## src/hdl/lts_pkg.sv

```systemverilog
// Shared types, constants and byte classification for the Lisp token scanner.
package lts_pkg;

   localparam longint unsigned DEFAULT_MAX_TEXT = 64'd65535;
   localparam int unsigned DEFAULT_QUEUE_DEPTH = 4;

   localparam logic [1:0] KIND_TOKEN = 2'd0;
   localparam logic [1:0] KIND_END   = 2'd1;
   localparam logic [1:0] KIND_ERROR = 2'd2;

   localparam logic [7:0] CH_NUL    = 8'h00;
   localparam logic [7:0] CH_SPACE  = 8'h20;
   localparam logic [7:0] CH_COMMA  = 8'h2C;
   localparam logic [7:0] CH_DQUOTE = 8'h22;
   localparam logic [7:0] CH_SQUOTE = 8'h27;
   localparam logic [7:0] CH_SEMI   = 8'h3B;
   localparam logic [7:0] CH_LBRACK = 8'h5B;
   localparam logic [7:0] CH_RBRACK = 8'h5D;
   localparam logic [7:0] CH_LBRACE = 8'h7B;
   localparam logic [7:0] CH_RBRACE = 8'h7D;
   localparam logic [7:0] CH_LPAREN = 8'h28;
   localparam logic [7:0] CH_RPAREN = 8'h29;
   localparam logic [7:0] CH_TILDE  = 8'h7E;
   localparam logic [7:0] CH_CARET  = 8'h5E;
   localparam logic [7:0] CH_AT     = 8'h40;
   localparam logic [7:0] CH_BSLASH = 8'h5C;

   typedef enum logic [2:0] {
      MODE_IDLE    = 3'd0,
      MODE_SYMBOL  = 3'd1,
      MODE_STRING  = 3'd2,
      MODE_TILDE   = 3'd3,
      MODE_SWALLOW = 3'd4
   } mode_type;

   typedef struct packed {
      logic [1:0]  kind;
      logic [15:0] offset;
      logic [15:0] length;
   } result_type;

   // All results caused by one accepted byte.
   typedef struct packed {
      logic       two;
      result_type first;
      result_type second;
   } event_type;

   function automatic logic is_separator(input logic [7:0] b);
      return (b != CH_NUL && b <= CH_SPACE) || b == CH_COMMA;
   endfunction

   function automatic logic is_bracket(input logic [7:0] b);
      return b == CH_LBRACK || b == CH_RBRACK || b == CH_LBRACE ||
             b == CH_RBRACE || b == CH_LPAREN || b == CH_RPAREN ||
             b == CH_SQUOTE;
   endfunction

   function automatic logic ends_symbol(input logic [7:0] b);
      return b == CH_NUL || is_separator(b) || is_bracket(b) ||
             b == CH_DQUOTE || b == CH_SEMI;
   endfunction

endpackage

```

## src/hdl/lisp_token_scanner.sv

```systemverilog
// Top level of the Lisp token scanner: front end, result queue and back end.
//
//   channel  direction  handshake          payload
//   req      in         req_push/req_full  req_text_byte
//   rsp      out        rsp_pop/rsp_empty  rsp_result_kind, rsp_token_offset,
//                                          rsp_token_length, rsp_last_of_run
//
// One byte is accepted per cycle while the result queue has room; its result
// items are written to the queue in the same cycle.
// A byte that closes a token and is a one-byte token or ';' gives two result
// items, one per pop; one item leaves per cycle while popped and not empty.
// Reset is synchronous and clears the scan state and the queue.
// The input stalls only when the queue of QUEUE_DEPTH result item sets is full.
module lisp_token_scanner import lts_pkg::*; #(
   parameter longint unsigned MAX_TEXT    = DEFAULT_MAX_TEXT,
   parameter int unsigned     QUEUE_DEPTH = DEFAULT_QUEUE_DEPTH
) (
   input  logic        clock,
   input  logic        reset,
   input  logic        req_push,
   output logic        req_full,
   input  logic [7:0]  req_text_byte,
   input  logic        rsp_pop,
   output logic        rsp_empty,
   output logic [1:0]  rsp_result_kind,
   output logic [15:0] rsp_token_offset,
   output logic [15:0] rsp_token_length,
   output logic        rsp_last_of_run
);

   logic      accept;
   logic      has_result;
   event_type ev;
   event_type head;
   logic      head_empty;
   logic      deq;

   assign accept = req_push && !req_full;

   lts_front #(.MAX_TEXT(MAX_TEXT)) u_front (
      .clock      (clock),
      .reset      (reset),
      .accept     (accept),
      .text_byte  (req_text_byte),
      .has_result (has_result),
      .ev         (ev)
   );

   lts_queue #(.DEPTH(QUEUE_DEPTH)) u_queue (
      .clock    (clock),
      .reset    (reset),
      .enq      (accept && has_result),
      .enq_data (ev),
      .deq      (deq),
      .head     (head),
      .full     (req_full),
      .empty    (head_empty)
   );

   lts_back u_back (
      .clock            (clock),
      .reset            (reset),
      .head             (head),
      .head_empty       (head_empty),
      .deq              (deq),
      .rsp_pop          (rsp_pop),
      .rsp_empty        (rsp_empty),
      .rsp_result_kind  (rsp_result_kind),
      .rsp_token_offset (rsp_token_offset),
      .rsp_token_length (rsp_token_length),
      .rsp_last_of_run  (rsp_last_of_run)
   );

   a_reset_empties: assert property (@(posedge clock) reset |=> rsp_empty)
      else $error("result queue not empty after reset");

   a_full_not_empty: assert property (@(posedge clock) disable iff (reset)
      req_full |-> !rsp_empty)
      else $error("input stalled while no result item waits");

   a_kind_valid: assert property (@(posedge clock) disable iff (reset)
      !rsp_empty |-> rsp_result_kind != 2'd3)
      else $error("undefined result kind on output");

   a_pair_follows: assert property (@(posedge clock) disable iff (reset)
      (rsp_pop && !rsp_empty && !rsp_last_of_run) |=> (!rsp_empty && rsp_last_of_run))
      else $error("second result item of a byte missing");

endmodule

```

## src/hdl/lts_front.sv

```systemverilog
// Front end: classifies each byte, tracks scan state and builds its result item set.
module lts_front import lts_pkg::*; #(
   parameter longint unsigned MAX_TEXT = DEFAULT_MAX_TEXT
) (
   input  logic       clock,
   input  logic       reset,
   input  logic       accept,
   input  logic [7:0] text_byte,
   output logic       has_result,
   output event_type  ev
);

   localparam int unsigned POS_W = $clog2(MAX_TEXT + 64'd1);
   localparam logic [POS_W-1:0] MAX_POS = POS_W'(MAX_TEXT);

   logic [POS_W-1:0] pos_ff, pos_in;
   logic [15:0]      start_ff, start_in;
   mode_type         mode_ff, mode_in;
   logic             esc_ff, esc_in;

   logic [15:0] pos16;
   logic        go_idle;
   logic        idle_hit;
   result_type  idle_res;

   assign pos16 = 16'(pos_ff);

   always_comb begin
      mode_in    = mode_ff;
      start_in   = start_ff;
      esc_in     = esc_ff;
      pos_in     = (pos_ff < MAX_POS) ? pos_ff + 1'b1 : MAX_POS;
      ev         = '0;
      has_result = 1'b0;
      go_idle    = 1'b0;
      idle_hit   = 1'b0;
      idle_res   = '0;

      case (mode_ff)
         MODE_SYMBOL: begin
            if (ends_symbol(text_byte)) begin
               ev.first   = '{kind: KIND_TOKEN, offset: start_ff, length: pos16 - start_ff};
               has_result = 1'b1;
               mode_in    = MODE_IDLE;
               go_idle    = 1'b1;
            end
         end
         MODE_STRING: begin
            if (text_byte == CH_NUL) begin
               ev.first   = '{kind: KIND_ERROR, offset: start_ff, length: 16'd0};
               has_result = 1'b1;
               pos_in     = '0;
               start_in   = '0;
               mode_in    = MODE_IDLE;
               esc_in     = 1'b0;
            end else if (!esc_ff && text_byte == CH_DQUOTE) begin
               ev.first   = '{kind: KIND_TOKEN, offset: start_ff,
                              length: pos16 - start_ff + 16'd1};
               has_result = 1'b1;
               mode_in    = MODE_IDLE;
               esc_in     = 1'b0;
            end else begin
               esc_in = !esc_ff && text_byte == CH_BSLASH;
            end
         end
         MODE_TILDE: begin
            has_result = 1'b1;
            mode_in    = MODE_IDLE;
            if (text_byte == CH_AT) begin
               ev.first = '{kind: KIND_TOKEN, offset: start_ff, length: 16'd2};
            end else begin
               ev.first = '{kind: KIND_TOKEN, offset: start_ff, length: 16'd1};
               go_idle  = 1'b1;
            end
         end
         MODE_SWALLOW: begin
            if (text_byte == CH_NUL) begin
               pos_in   = '0;
               start_in = '0;
               mode_in  = MODE_IDLE;
               esc_in   = 1'b0;
            end
         end
         default: begin
            go_idle = 1'b1;
         end
      endcase

      if (go_idle) begin
         if (text_byte == CH_NUL) begin
            pos_in   = '0;
            start_in = '0;
            mode_in  = MODE_IDLE;
            esc_in   = 1'b0;
         end else if (is_separator(text_byte)) begin
            mode_in = MODE_IDLE;
         end else if (text_byte == CH_DQUOTE) begin
            mode_in  = MODE_STRING;
            start_in = pos16;
            esc_in   = 1'b0;
         end else if (text_byte == CH_SEMI) begin
            idle_hit = 1'b1;
            idle_res = '{kind: KIND_END, offset: pos16, length: 16'd0};
            mode_in  = MODE_SWALLOW;
         end else if (is_bracket(text_byte) || text_byte == CH_CARET ||
                      text_byte == CH_AT) begin
            idle_hit = 1'b1;
            idle_res = '{kind: KIND_TOKEN, offset: pos16, length: 16'd1};
            mode_in  = MODE_IDLE;
         end else if (text_byte == CH_TILDE) begin
            mode_in  = MODE_TILDE;
            start_in = pos16;
         end else begin
            mode_in  = MODE_SYMBOL;
            start_in = pos16;
         end

         if (idle_hit) begin
            if (has_result) begin
               ev.second = idle_res;
               ev.two    = 1'b1;
            end else begin
               ev.first   = idle_res;
               has_result = 1'b1;
            end
         end
      end
   end

   always_ff @(posedge clock) begin
      if (reset) begin
         pos_ff   <= '0;
         start_ff <= '0;
         mode_ff  <= MODE_IDLE;
         esc_ff   <= 1'b0;
      end else if (accept) begin
         pos_ff   <= pos_in;
         start_ff <= start_in;
         mode_ff  <= mode_in;
         esc_ff   <= esc_in;
      end
   end

endmodule

```

## src/hdl/lts_queue.sv

```systemverilog
// Short register queue that holds result item sets between front and back.
module lts_queue import lts_pkg::*; #(
   parameter int unsigned DEPTH = DEFAULT_QUEUE_DEPTH
) (
   input  logic      clock,
   input  logic      reset,
   input  logic      enq,
   input  event_type enq_data,
   input  logic      deq,
   output event_type head,
   output logic      full,
   output logic      empty
);

   localparam int unsigned PTR_W = (DEPTH > 1) ? $clog2(DEPTH) : 1;
   localparam int unsigned CNT_W = $clog2(DEPTH + 1);
   localparam logic [PTR_W-1:0] LAST_PTR = PTR_W'(DEPTH - 1);
   localparam logic [CNT_W-1:0] FULL_CNT = CNT_W'(DEPTH);

   event_type        slot_ff [DEPTH];
   logic [PTR_W-1:0] wr_ptr_ff, wr_ptr_in;
   logic [PTR_W-1:0] rd_ptr_ff, rd_ptr_in;
   logic [CNT_W-1:0] count_ff, count_in;
   logic             do_enq, do_deq;

   assign full   = count_ff == FULL_CNT;
   assign empty  = count_ff == '0;
   assign head   = slot_ff[rd_ptr_ff];
   assign do_enq = enq && !full;
   assign do_deq = deq && !empty;

   always_comb begin
      wr_ptr_in = wr_ptr_ff;
      rd_ptr_in = rd_ptr_ff;
      count_in  = count_ff;
      if (do_enq) begin
         wr_ptr_in = (wr_ptr_ff == LAST_PTR) ? '0 : wr_ptr_ff + 1'b1;
      end
      if (do_deq) begin
         rd_ptr_in = (rd_ptr_ff == LAST_PTR) ? '0 : rd_ptr_ff + 1'b1;
      end
      if (do_enq && !do_deq) begin
         count_in = count_ff + 1'b1;
      end else if (do_deq && !do_enq) begin
         count_in = count_ff - 1'b1;
      end
   end

   always_ff @(posedge clock) begin
      if (reset) begin
         wr_ptr_ff <= '0;
         rd_ptr_ff <= '0;
         count_ff  <= '0;
      end else begin
         wr_ptr_ff <= wr_ptr_in;
         rd_ptr_ff <= rd_ptr_in;
         count_ff  <= count_in;
      end
   end

   always_ff @(posedge clock) begin
      if (do_enq) begin
         slot_ff[wr_ptr_ff] <= enq_data;
      end
   end

endmodule

```

## src/hdl/lts_back.sv

```systemverilog
// Back end: hands out the queued result item sets one result item at a time.
module lts_back import lts_pkg::*; (
   input  logic        clock,
   input  logic        reset,
   input  event_type   head,
   input  logic        head_empty,
   output logic        deq,
   input  logic        rsp_pop,
   output logic        rsp_empty,
   output logic [1:0]  rsp_result_kind,
   output logic [15:0] rsp_token_offset,
   output logic [15:0] rsp_token_length,
   output logic        rsp_last_of_run
);

   logic       second_ff, second_in;
   logic       take;
   result_type shown;

   assign rsp_empty = head_empty;
   assign take      = rsp_pop && !head_empty;
   assign deq       = take && (second_ff || !head.two);
   assign shown     = second_ff ? head.second : head.first;

   assign rsp_result_kind  = shown.kind;
   assign rsp_token_offset = shown.offset;
   assign rsp_token_length = shown.length;
   assign rsp_last_of_run  = second_ff || !head.two;

   always_comb begin
      second_in = second_ff;
      if (take) begin
         second_in = !second_ff && head.two;
      end
   end

   always_ff @(posedge clock) begin
      if (reset) begin
         second_ff <= 1'b0;
      end else begin
         second_ff <= second_in;
      end
   end

endmodule

```

## config.mk

```make
export PLATFORM = sky130hd
export DESIGN_NAME = lisp_token_scanner
export DESIGN_NICKNAME = d
export VERILOG_FILES = /design/src/hdl/lts_pkg.sv /design/src/hdl/lisp_token_scanner.sv /design/src/hdl/lts_front.sv /design/src/hdl/lts_queue.sv /design/src/hdl/lts_back.sv
export SDC_FILE = /design/constraint.sdc
export NUM_CORES = 1
export LEC_CHECK = 0
export BUFFER_PORTS_ARGS = -buffer_cell sky130_fd_sc_hd__buf_2
export CORE_ASPECT_RATIO = 1.25
export CORE_MARGIN = 1.5
export CORE_UTILIZATION = 57
export CTS_CLUSTER_SIZE = 10
export DETAILED_ROUTE_END_ITERATION = 7
export GPL_TIMING_DRIVEN = 1
export PLACE_DENSITY = 0.74
export SYNTH_ARGS = -nofsm -noshare
export SYNTH_HDL_FRONTEND = slang
export SYNTH_HIERARCHICAL = 1
export SYNTH_SLANG_ARGS = --single-unit
```

## constraint.sdc

```tcl
create_clock -name clock -period 5.3 [get_ports clock]
set_input_delay 1.325 -clock clock [delete_from_list [all_inputs] [get_ports clock]]
set_output_delay 1.325 -clock clock [all_outputs]
set_load 0.005 [all_outputs]
```

==> results_dict.tcl, run 1 <==
set metrics [dict create \
    outcome "finished, final reports clean" \
    viasPerCell 6.13 \
    crit_path_end_kind "register" \
    cts_resized 0 \
    finalCritPeriodShare_pct 82.6 \
    p_per_area_nw_per_um2 316 \
    grt_busiest_layer "met2" \
    grt_pass1_vias 8802 \
    layout_commonest_cell "edfxtp_1" \
    antenna_found_initial 0 \
    gp_congestion 0.852 \
    postCtsSetupRepairBufs 0 \
    hold_buffers 0 \
    avgRoutedWirePerCell_um 20.5 \
    clock-sinks 322 \
    tightestPinTransition_ns 0.876 \
    seq_power_share_pct 52.7 \
    hold_viol 0 \
    grt_max_degree 70 \
    synth.area.top_cells "edfxtp_1, mux4_2, dfxtp_1" \
    max-clock-path-buffers 3 \
    dieArea_um2 27400 \
    max_freq_mhz 228 \
    cp_slowest_stage_delay_ns 0.57 \
    worst-path-max-fanout 9 \
    yosysWarnings 6 \
    synth-seq-cells 322 \
    seq_area_um2 9220 \
    tns_ns 0 \
    crit_path_start_kind "input pin" \
    grt.met2_usage_pct 39.2 \
    vias 8803 \
    n_fill_cell 1856 \
    layout_common_cells "edfxtp_1, mux4_2, nand2_1" \
    cp.buffers_inverters 3 \
    pwr-share-clk_pct 42.5 \
    multi_input_area_um2 5300 \
    syn_to_final_growth_pct 10.2 \
    maxCapViolCount 0 \
    rows 66 \
    cts_tree "built" \
    setup_viol 0 \
    synth_edf_count 276 \
    num-nets-final 1117 \
    crit_type "input pin to register" \
    ys_types 83 \
    switchingPower_w 0.00106 \
    yosysSeqAreaShare_pct 61.3 \
    postSynthAreaPerCell_um2 14.6 \
    grt_use_met1_pct 28.4 \
    clock_skew_ns 0.0189 \
    min_path_type "register to register" \
    whs_ns 0.489 \
    clk-insertion-delay-late_ns 0.51 \
    dr.pass1.iters 5 \
    synth_top_flop_cell "edfxtp_1" \
    start_util_pct 57.8 \
    synth-async-reset-ratio_pct 0 \
    htreeDepth 2 \
    cp.required_ns 5.73 \
    io_buffers 48 \
    ios 49 \
    drtAntennaViolNets 0 \
    slew_viol_final 0 \
    netlist_area_um2 15000 \
    cts_made_buffers 38 \
    worstPathArrival_ns 4.81 \
    vdd_drop_max_mv 0.193 \
    p_comb_share_pct 4.8 \
    grt_overflow 0 \
    yosysTopAreaCellShare_pct 55.1 \
    drc 0 \
    n_antenna_cell 0 \
    clk_pin_slew_worst_paths_ns 0.05 \
    cts-root-buf "clkbuf_16" \
    grt_pass1_wl_um 46700 \
    pre_cts_ws_ns 0.442 \
    drive_above_1_share_pct 22.8 \
    die_x_um 148 \
    cp_cell_sequence "buf_2, or4_1, nor3_1, and2_1, nor3_1, o21a_1, nand2_1, and3b_1, inv_1, nor2_1, ha_1, inv_1, fa_1, xor2_1, or3_1, a21oi_1" \
    rsz0062_at_grt "no" \
    power_switching_share_pct 20.2 \
    synth_top_cell_by_area "edfxtp_1" \
    die_height_um 185 \
    critical-path-top-delay-family "simple AND/OR/NAND/NOR gates" \
    core_area_um2 26000 \
    grtUsageTotal_pct 22.0 \
    routed_wl_um 29400 \
    leakage_nw 5.54 \
    power.internal_w 0.00417 \
    postSynthCellCount 1033 \
    grt_use_met3_pct 2.92 \
    dpl.hpwl_um 18400 \
    crit_slowest_cell "or4_1" \
    period_minus_slack_ns 4.38 \
    max-slew-margin-rel_pct 41.3 \
    setup_ws_ns 0.924 \
    first_iter_violations 844 \
]
-- layout make-up --
class / count / share of cell area [%]
sequential: 322 / 55.6
multi-input combinational: 614 / 32.0
clock buffer: 52 / 6.19
timing repair buffer: 68 / 2.66
tap: 340 / 2.57
inverter: 36 / 0.816
clock inverter: 3 / 0.121
-- through the flow --
step                utilization (%)  instance area, um^2  total power, W  cells
floorplan                         -                15100         0.00300   1048
global placement               59.6                15500         0.00305   1380
detailed placement             59.6                15500         0.00305   1380
CTS                            63.7                16600         0.00527   1435
global route                   63.7                16600         0.00540   1435
finish                         63.7                16600         0.00523   1435
-- tightest hold or removal path: stages (launching register included) --
cell	delay, ns
dfxtp_1	0.32
nand2_1	0.06
a21oi_1	0.07
-- cell families after synthesis --
| kind of cell | Yosys count | share of synthesized area (%) |
|---|---|---|
| and+or+nand+nor | 286 | 10.5 |
| DFF | 322 | 61.3 |
| muxes | 110 | 13.4 |
| adders and majority gates | 25 | 2.18 |
| buffers and inverters | 112 | 3.94 |
| xor gates and xnor gates | 22 | 1.28 |
| other | 1 | 0.0249 |
| AOI/OAI and AO/OA | 155 | 7.42 |
-- path summary, 6_finish.rpt --
check                                          start                endpoint  slack [ns]  cells past startpoint
worst min register to register  u_queue/rd_ptr_ff[0]                register        0.49                      2
worst max-delay path                req_text_byte[1]     u_queue/count_ff[2]        0.92                     16
worst min-delay path            u_queue/rd_ptr_ff[0]                register        0.49                      2
worst max register to register      u_front/pos16[0]  u_queue/slot_ff[2][49]        1.11                     11
-- flip-flops by register name, summed over array words and instances, names as in the netlist, named ones only --
signal	flops
u_back/second_ff	1
u_front/esc_ff	1
u_front/mode_ff	3
u_front/pos16	16
u_front/start_ff	16
u_queue/count_ff	3
u_queue/rd_ptr_ff	2
u_queue/slot_ff	276
u_queue/wr_ptr_ff	2
-- synth_stat cells, types with 6 or more instances --
cell      number
a21o_1         8
a21oi_1       26
and2_1        17
and3_1        12
buf_2          6
buf_4         23
clkbuf_1      39
dfxtp_1       46
edfxtp_1     276
ha_1          23
inv_1         35
mux2_2        34
mux2i_1        6
mux4_2        69
nand2_1       61
nand2b_1      14
nand3_1       22
nand4_1        8
nand4b_1      16
nor2_1        49
nor2b_1       14
nor3_1        16
o21ai_0       23
o22ai_1       24
o311ai_0      16
or2_2         16
or3_1         11
xnor2_1       12
xor2_1        10
-- metal layers --
layer | vias to the layer above | share of wire, % | routed length [um]
li1 | 4107 | - | -
met1 | 4383 | 41 | 12000
met2 | 258 | 52 | 15300
met3 | 55 | 4.6 | 1340
met4 | 0 | 2.5 | 738
met5 | - | 0 | 0
-- power groups by stage --
stage	clock network [W]	logic (W)	registers, W
floorplan	0	0.000197	0.00280
global placement	0	0.000246	0.00280
detailed placement	0	0.000249	0.00280
CTS	0.00227	0.000250	0.00275
global route	0.00237	0.000277	0.00275
finish	0.00222	0.000252	0.00275
(Power assumes the default switching activity.)
==> run 2: changes to the inputs <==
Settings changed: CORE_UTILIZATION 57 to 60.
Clock period 5.3 ns to 4.4 ns, I/O delays scaled along.
==> run 2 against run 1 <==
Net effect:
- sequential cell count did not move
- clock skew rose by 0.0020 ns
- die area fell by 4.9%
- worst setup slack got worse by 0.52 ns
- global-route usage rose by 2.2 points
- clock-buffer cell count rose by 15
- register-to-register slack got worse by 0.70 ns
- combinational power rose by 20%
- final area rose by 0.97%
- via count rose by 1.3%
- core utilization rose by 4.4 points
- wire length rose by 2.8%
- largest power group unchanged
==> results_dict.tcl, run 2 (synthesis results as in run 1) <==
set metrics [dict create \
    seq_power_share_pct 51.8 \
    setup_ws_ns 0.407 \
    max-clock-path-buffers 3 \
    tightestPinTransition_ns 1.20 \
    cp_slowest_stage_delay_ns 0.53 \
    clk_pin_slew_worst_paths_ns 0.05 \
    max_freq_mhz 250 \
    cts_tree "built" \
    cts_made_buffers 38 \
    cp_cell_sequence "inv_1, ha_1, fa_1, nor2b_1, o22ai_1, xnor2_1, nand4_1, or3_1, or4_1, or4_1, nand3_1" \
    grt_pass1_vias 9111 \
    rows 64 \
    syn_to_final_growth_pct 11.2 \
    postCtsSetupRepairBufs 0 \
    rsz0062_at_grt "no" \
    worstPathArrival_ns 4.33 \
    cp.buffers_inverters 1 \
    dp.cells 1376 \
    crit_path_end_kind "register" \
    critical-path-top-delay-family "simple AND/OR/NAND/NOR gates" \
    crit_type "register to register" \
    p_per_area_nw_per_um2 384 \
    die_x_um 145 \
    power.internal_w 0.00509 \
    met1_length_um 12600 \
    regMostFlops "u_queue/slot_ff" \
    ios 49 \
    drive_above_1_share_pct 23.5 \
    wl_met2_um 15400 \
    first_iter_violations 744 \
    clock-sinks 322 \
    dpl.hpwl_um 18600 \
    pwr-share-clk_pct 43.5 \
    antenna_found_initial 0 \
    routed_wl_um 30200 \
    power_switching_share_pct 20.6 \
    period_minus_slack_ns 3.99 \
    viasPerCell 6.17 \
    avgRoutedWirePerCell_um 20.9 \
    setup_viol 0 \
    p_comb_share_pct 4.7 \
    final_area_um2 16700 \
    gp_congestion 0.867 \
    dr.pass1.iters 5 \
    tns_ns 0 \
    largest_reg_flops 276 \
    leakage_nw 5.60 \
    vdd_drop_max_mv 0.250 \
    grt_max_degree 53 \
    cts-root-buf "clkbuf_16" \
    core_area_um2 24600 \
    io_buffers 48 \
    n_fill_cell 1692 \
    crit_slowest_cell "or4_1" \
    layout_commonest_cell "edfxtp_1" \
    instances_no_fill 1445 \
    cp.required_ns 4.74 \
    drc 0 \
    vias 8918 \
    worst-path-max-fanout 8 \
    htreeDepth 2 \
    slew_viol_final 0 \
    clk-insertion-delay-late_ns 0.52 \
    max-slew-margin-rel_pct 20.2 \
    maxCapViolCount 0 \
    final_core_util_pct 68.0 \
    hold_viol 0 \
    clock_skew_ns 0.0209 \
    grt_overflow 0 \
    pre_cts_ws_ns 0.163 \
    num-nets-final 1123 \
    grt_pass1_wl_um 48400 \
    die_height_um 180 \
    hold_buffers 0 \
    worst_path_most_repeated_cell "or4_1" \
    crit_path_start_kind "register" \
    dr.max_layer_used "met4" \
    start_util_pct 61.1 \
    finalCritPeriodShare_pct 90.7 \
    dpl_cell_area_um2 15600 \
    routed-wl-met3_um 1230 \
    drtAntennaViolNets 0 \
    layout_common_cells "edfxtp_1, mux4_2, nand2_1" \
    dieArea_um2 26000 \
    switchingPower_w 0.00132 \
    n_antenna_cell 0 \
    outcome "finished, final reports clean" \
    grtUsageTotal_pct 24.2 \
    min_path_type "register to register" \
    cts_resized 0 \
]
[run 2: worst min-delay path, delay by kind of cell, from the launching register on]
kind | cells | cell delay, ns
flip-flops | 1 | 0.32
AND/OR/NAND/NOR | 1 | 0.06
AO/OA/AOI/OAI | 1 | 0.07
[run 2: path summary, 6_finish.rpt]
kind / startpoint / to / slack [ns] / depth (start not counted)
setup / recovery: u_front/pos16[0] / u_queue/slot_ff[1][49] / 0.41 / 11
setup reg to reg: u_front/pos16[0] / u_queue/slot_ff[1][49] / 0.41 / 11
hold reg to reg: u_queue/rd_ptr_ff[0] / register / 0.49 / 2
hold / removal: u_queue/rd_ptr_ff[0] / register / 0.49 / 2
[run 2: power groups by stage]
stage                     Combinational (W)  Sequential, W  Clock [W]
after floorplan                    0.000239        0.00337          0
after global placement             0.000292        0.00338          0
after detailed placement           0.000297        0.00339          0
after CTS                          0.000299        0.00332    0.00284
after global routing               0.000333        0.00332    0.00295
final                              0.000303        0.00332    0.00279
[run 2: final cells by class]
class                   instances  area [um^2]  share of cell area, %
multi-input cells             614         5340                   31.9
well taps                     330          413                   2.47
inverters                      36          135                  0.808
repair buffers                 74          510                   3.05
clock inverters                 2         16.3                 0.0973
flip-flops and latches        322         9220                   55.1
clock buffers                  67         1090                   6.52
[run 2: routing by layer]
| metal | vias up | GRT usage [%] |
|---|---|---|
| met5 | - | 0 |
| met4 | 0 | 8.69 |
| met3 | 59 | 3.17 |
| met2 | 243 | 41.5 |
| met1 | 4485 | 31.7 |
| li1 | 4131 | - |
[run 2: stage by stage]
step	power, W	hold WS [ns]
2_1_floorplan	0.00361	0.463
3_3_place_gp	0.00368	0.470
3_5_place_dp	0.00368	0.483
4_1_cts	0.00646	0.492
5_1_grt	0.00661	0.552
6_report	0.00642	0.494
==> run 3: changes to the inputs <==
Settings changed: CAP_MARGIN set to 10, CORE_ASPECT_RATIO 1.25 to not set.
==> run 3 against run 2 <==
Net effect:
- global-route usage down 0.32 points
- non-clock buffer count is 2 lower
- via count is 1.1% lower
==> results_dict.tcl, run 3 (synthesis results as in run 1) <==
set metrics [dict create \
    first_iter_violations 854 \
    grt_pass1_vias 8661 \
    n_antenna_cell 0 \
    cp.required_ns 4.63 \
    hold_buffers 0 \
    layout_commonest_cell "edfxtp_1" \
    cts_resized 0 \
    cts_made_buffers 38 \
    n_fill_cell 1630 \
    clock-sinks 322 \
    grt_busiest_layer "met2" \
    grtUsageTotal_pct 23.9 \
    worst-path-max-fanout 8 \
    hold_viol 0 \
    dpl.hpwl_um 18700 \
    avgRoutedWirePerCell_um 20.9 \
    regMostFlops "u_queue/slot_ff" \
    num-nets-final 1121 \
    dieArea_um2 26000 \
    htreeDepth 2 \
    timing.rr.start "u_front/pos16[0]" \
    die_height_um 161 \
    tns_ns 0 \
    crit_path_end_kind "register" \
    min_path_type "register to register" \
    rsz0062_at_grt "no" \
    vias 8821 \
    period_minus_slack_ns 3.99 \
    critical-path-top-delay-family "simple AND/OR/NAND/NOR gates" \
    grt_pass1_wl_um 48100 \
    routed_wl_um 29900 \
    leakage_nw 5.58 \
    dpl_cell_area_um2 15600 \
    drive_above_1_share_pct 23.5 \
    syn_to_final_growth_pct 10.8 \
    tightestPinTransition_ns 1.13 \
    cts-root-buf "clkbuf_16" \
    p_per_area_nw_per_um2 384 \
    slew_viol_final 0 \
    grt_use_met1_pct 34.0 \
    dr.pass1.iters 5 \
    grt_max_degree 70 \
    final_area_um2 16700 \
    crit_type "register to register" \
    core_area_um2 24500 \
    cp_cell_sequence "inv_1, ha_1, fa_1, nor2b_1, o22ai_1, xnor2_1, nand4_1, or3_1, or4_1, o311ai_0, nand3_1" \
    hold-path-cell-count 2 \
    vdd_drop_max_mv 0.248 \
    crit_slowest_cell "or4_1" \
    maxCapViolCount 0 \
    clk_pin_slew_worst_paths_ns 0.06 \
    clk-insertion-delay-late_ns 0.52 \
    max-clock-path-buffers 3 \
    finalCritPeriodShare_pct 90.7 \
    layout_common_cells "edfxtp_1, mux4_2, nand2_1" \
    hp-start "u_queue/rd_ptr_ff[0]" \
    drtAntennaViolNets 0 \
    outcome "finished, final reports clean" \
    max-slew-margin-rel_pct 24.9 \
    viasPerCell 6.17 \
    drc 0 \
    ios 49 \
    crit_start "u_front/pos16[0]" \
    start_util_pct 61.4 \
    crit_path_start_kind "register" \
    cp_slowest_stage_delay_ns 0.48 \
    cp.buffers_inverters 1 \
    setup_viol 0 \
    grt.met2_usage_pct 38.5 \
    worstPathArrival_ns 4.22 \
    io_buffers 48 \
    antenna_found_initial 0 \
    largest_reg_flops 276 \
    grt_use_met3_pct 3.52 \
    cts_tree "built" \
    postCtsSetupRepairBufs 0 \
    worst_r2r_path_depth 11 \
    clock_skew_ns 0.0161 \
    rows 57 \
    rrSetupSlack_ns 0.41 \
    reg2reg_to "u_queue/slot_ff[2][49]" \
    grt_overflow 0 \
    gp_congestion 0.907 \
    max_freq_mhz 250 \
    die_x_um 161 \
]
## run 3: cell count changes in the layout (fill, tap and decap cells not counted), sizes merged
cell and change:
clkbuf -8, buf -2, clkinv +2, clkinvlp -1
## run 3: layer usage
layer  wire length, um  vias to the layer above  part of all wire [%]
met5                 0                        -                     0
met4               735                        0                   2.5
met3              1660                       39                   5.5
met2             14300                      279                    48
met1             13200                     4384                    44
li1                  -                     4119                     -
## run 3: per-stage QoR
step | total power [W] | instances | hold WS, ns | worst slack [ns] | util [%]
global placement | 0.00368 | 1368 | 0.473 | 0.191 | 63.6
finish | 0.00640 | 1430 | 0.494 | 0.407 | 68.1
detailed placement | 0.00368 | 1368 | 0.478 | 0.116 | 63.6
CTS | 0.00644 | 1430 | 0.488 | 0.413 | 68.1
floorplan | 0.00361 | 1048 | 0.463 | 0.0163 | -
global route | 0.00660 | 1430 | 0.518 | 0.0291 | 68.1
## run 3: worst max-delay path by stage
stage | end | slack, ns | depth (start not counted)
CTS | u_queue/slot_ff[2][49] | 0.41 | 11
global route | u_queue/slot_ff[2][49] | 0.03 | 11
floorplan | u_queue/count_ff[2] | 0.02 | 19
finish | u_queue/slot_ff[2][49] | 0.41 | 11
global placement | u_queue/count_ff[2] | 0.19 | 16
detailed placement | u_queue/count_ff[2] | 0.12 | 16
## run 3: area by class of cell
class                           count  area (um^2)  area share [%]
Tap cell                          324          405            2.43
Sequential cell                   322         9220            55.3
Multi-Input combinational cell    614         5340            32.1
Timing Repair Buffer               72          470            2.82
Clock inverter                      3         41.3           0.248
Clock buffer                       59         1050            6.31
Inverter                           36          135           0.811
## run 3: power by group
| part | internal (W) | leakage [nW] | switching [W] |
|---|---|---|---|
| registers | 0.00330 | 3.01 | 0.0000210 |
| clock network | 0.00164 | 0.523 | 0.00113 |
| logic | 0.000123 | 2.06 | 0.000182 |
| total | 0.00506 | 5.58 | 0.00133 |
## run 3: worst register-to-register path: stages (launching register included)
cell	delay, ns
dfxtp_1	0.45
inv_1	0.16
ha_1	0.27
fa_1	0.43
nor2b_1	0.22
o22ai_1	0.13
xnor2_1	0.31
nand4_1	0.29
or3_1	0.39
or4_1	0.48
o311ai_0	0.38
nand3_1	0.19
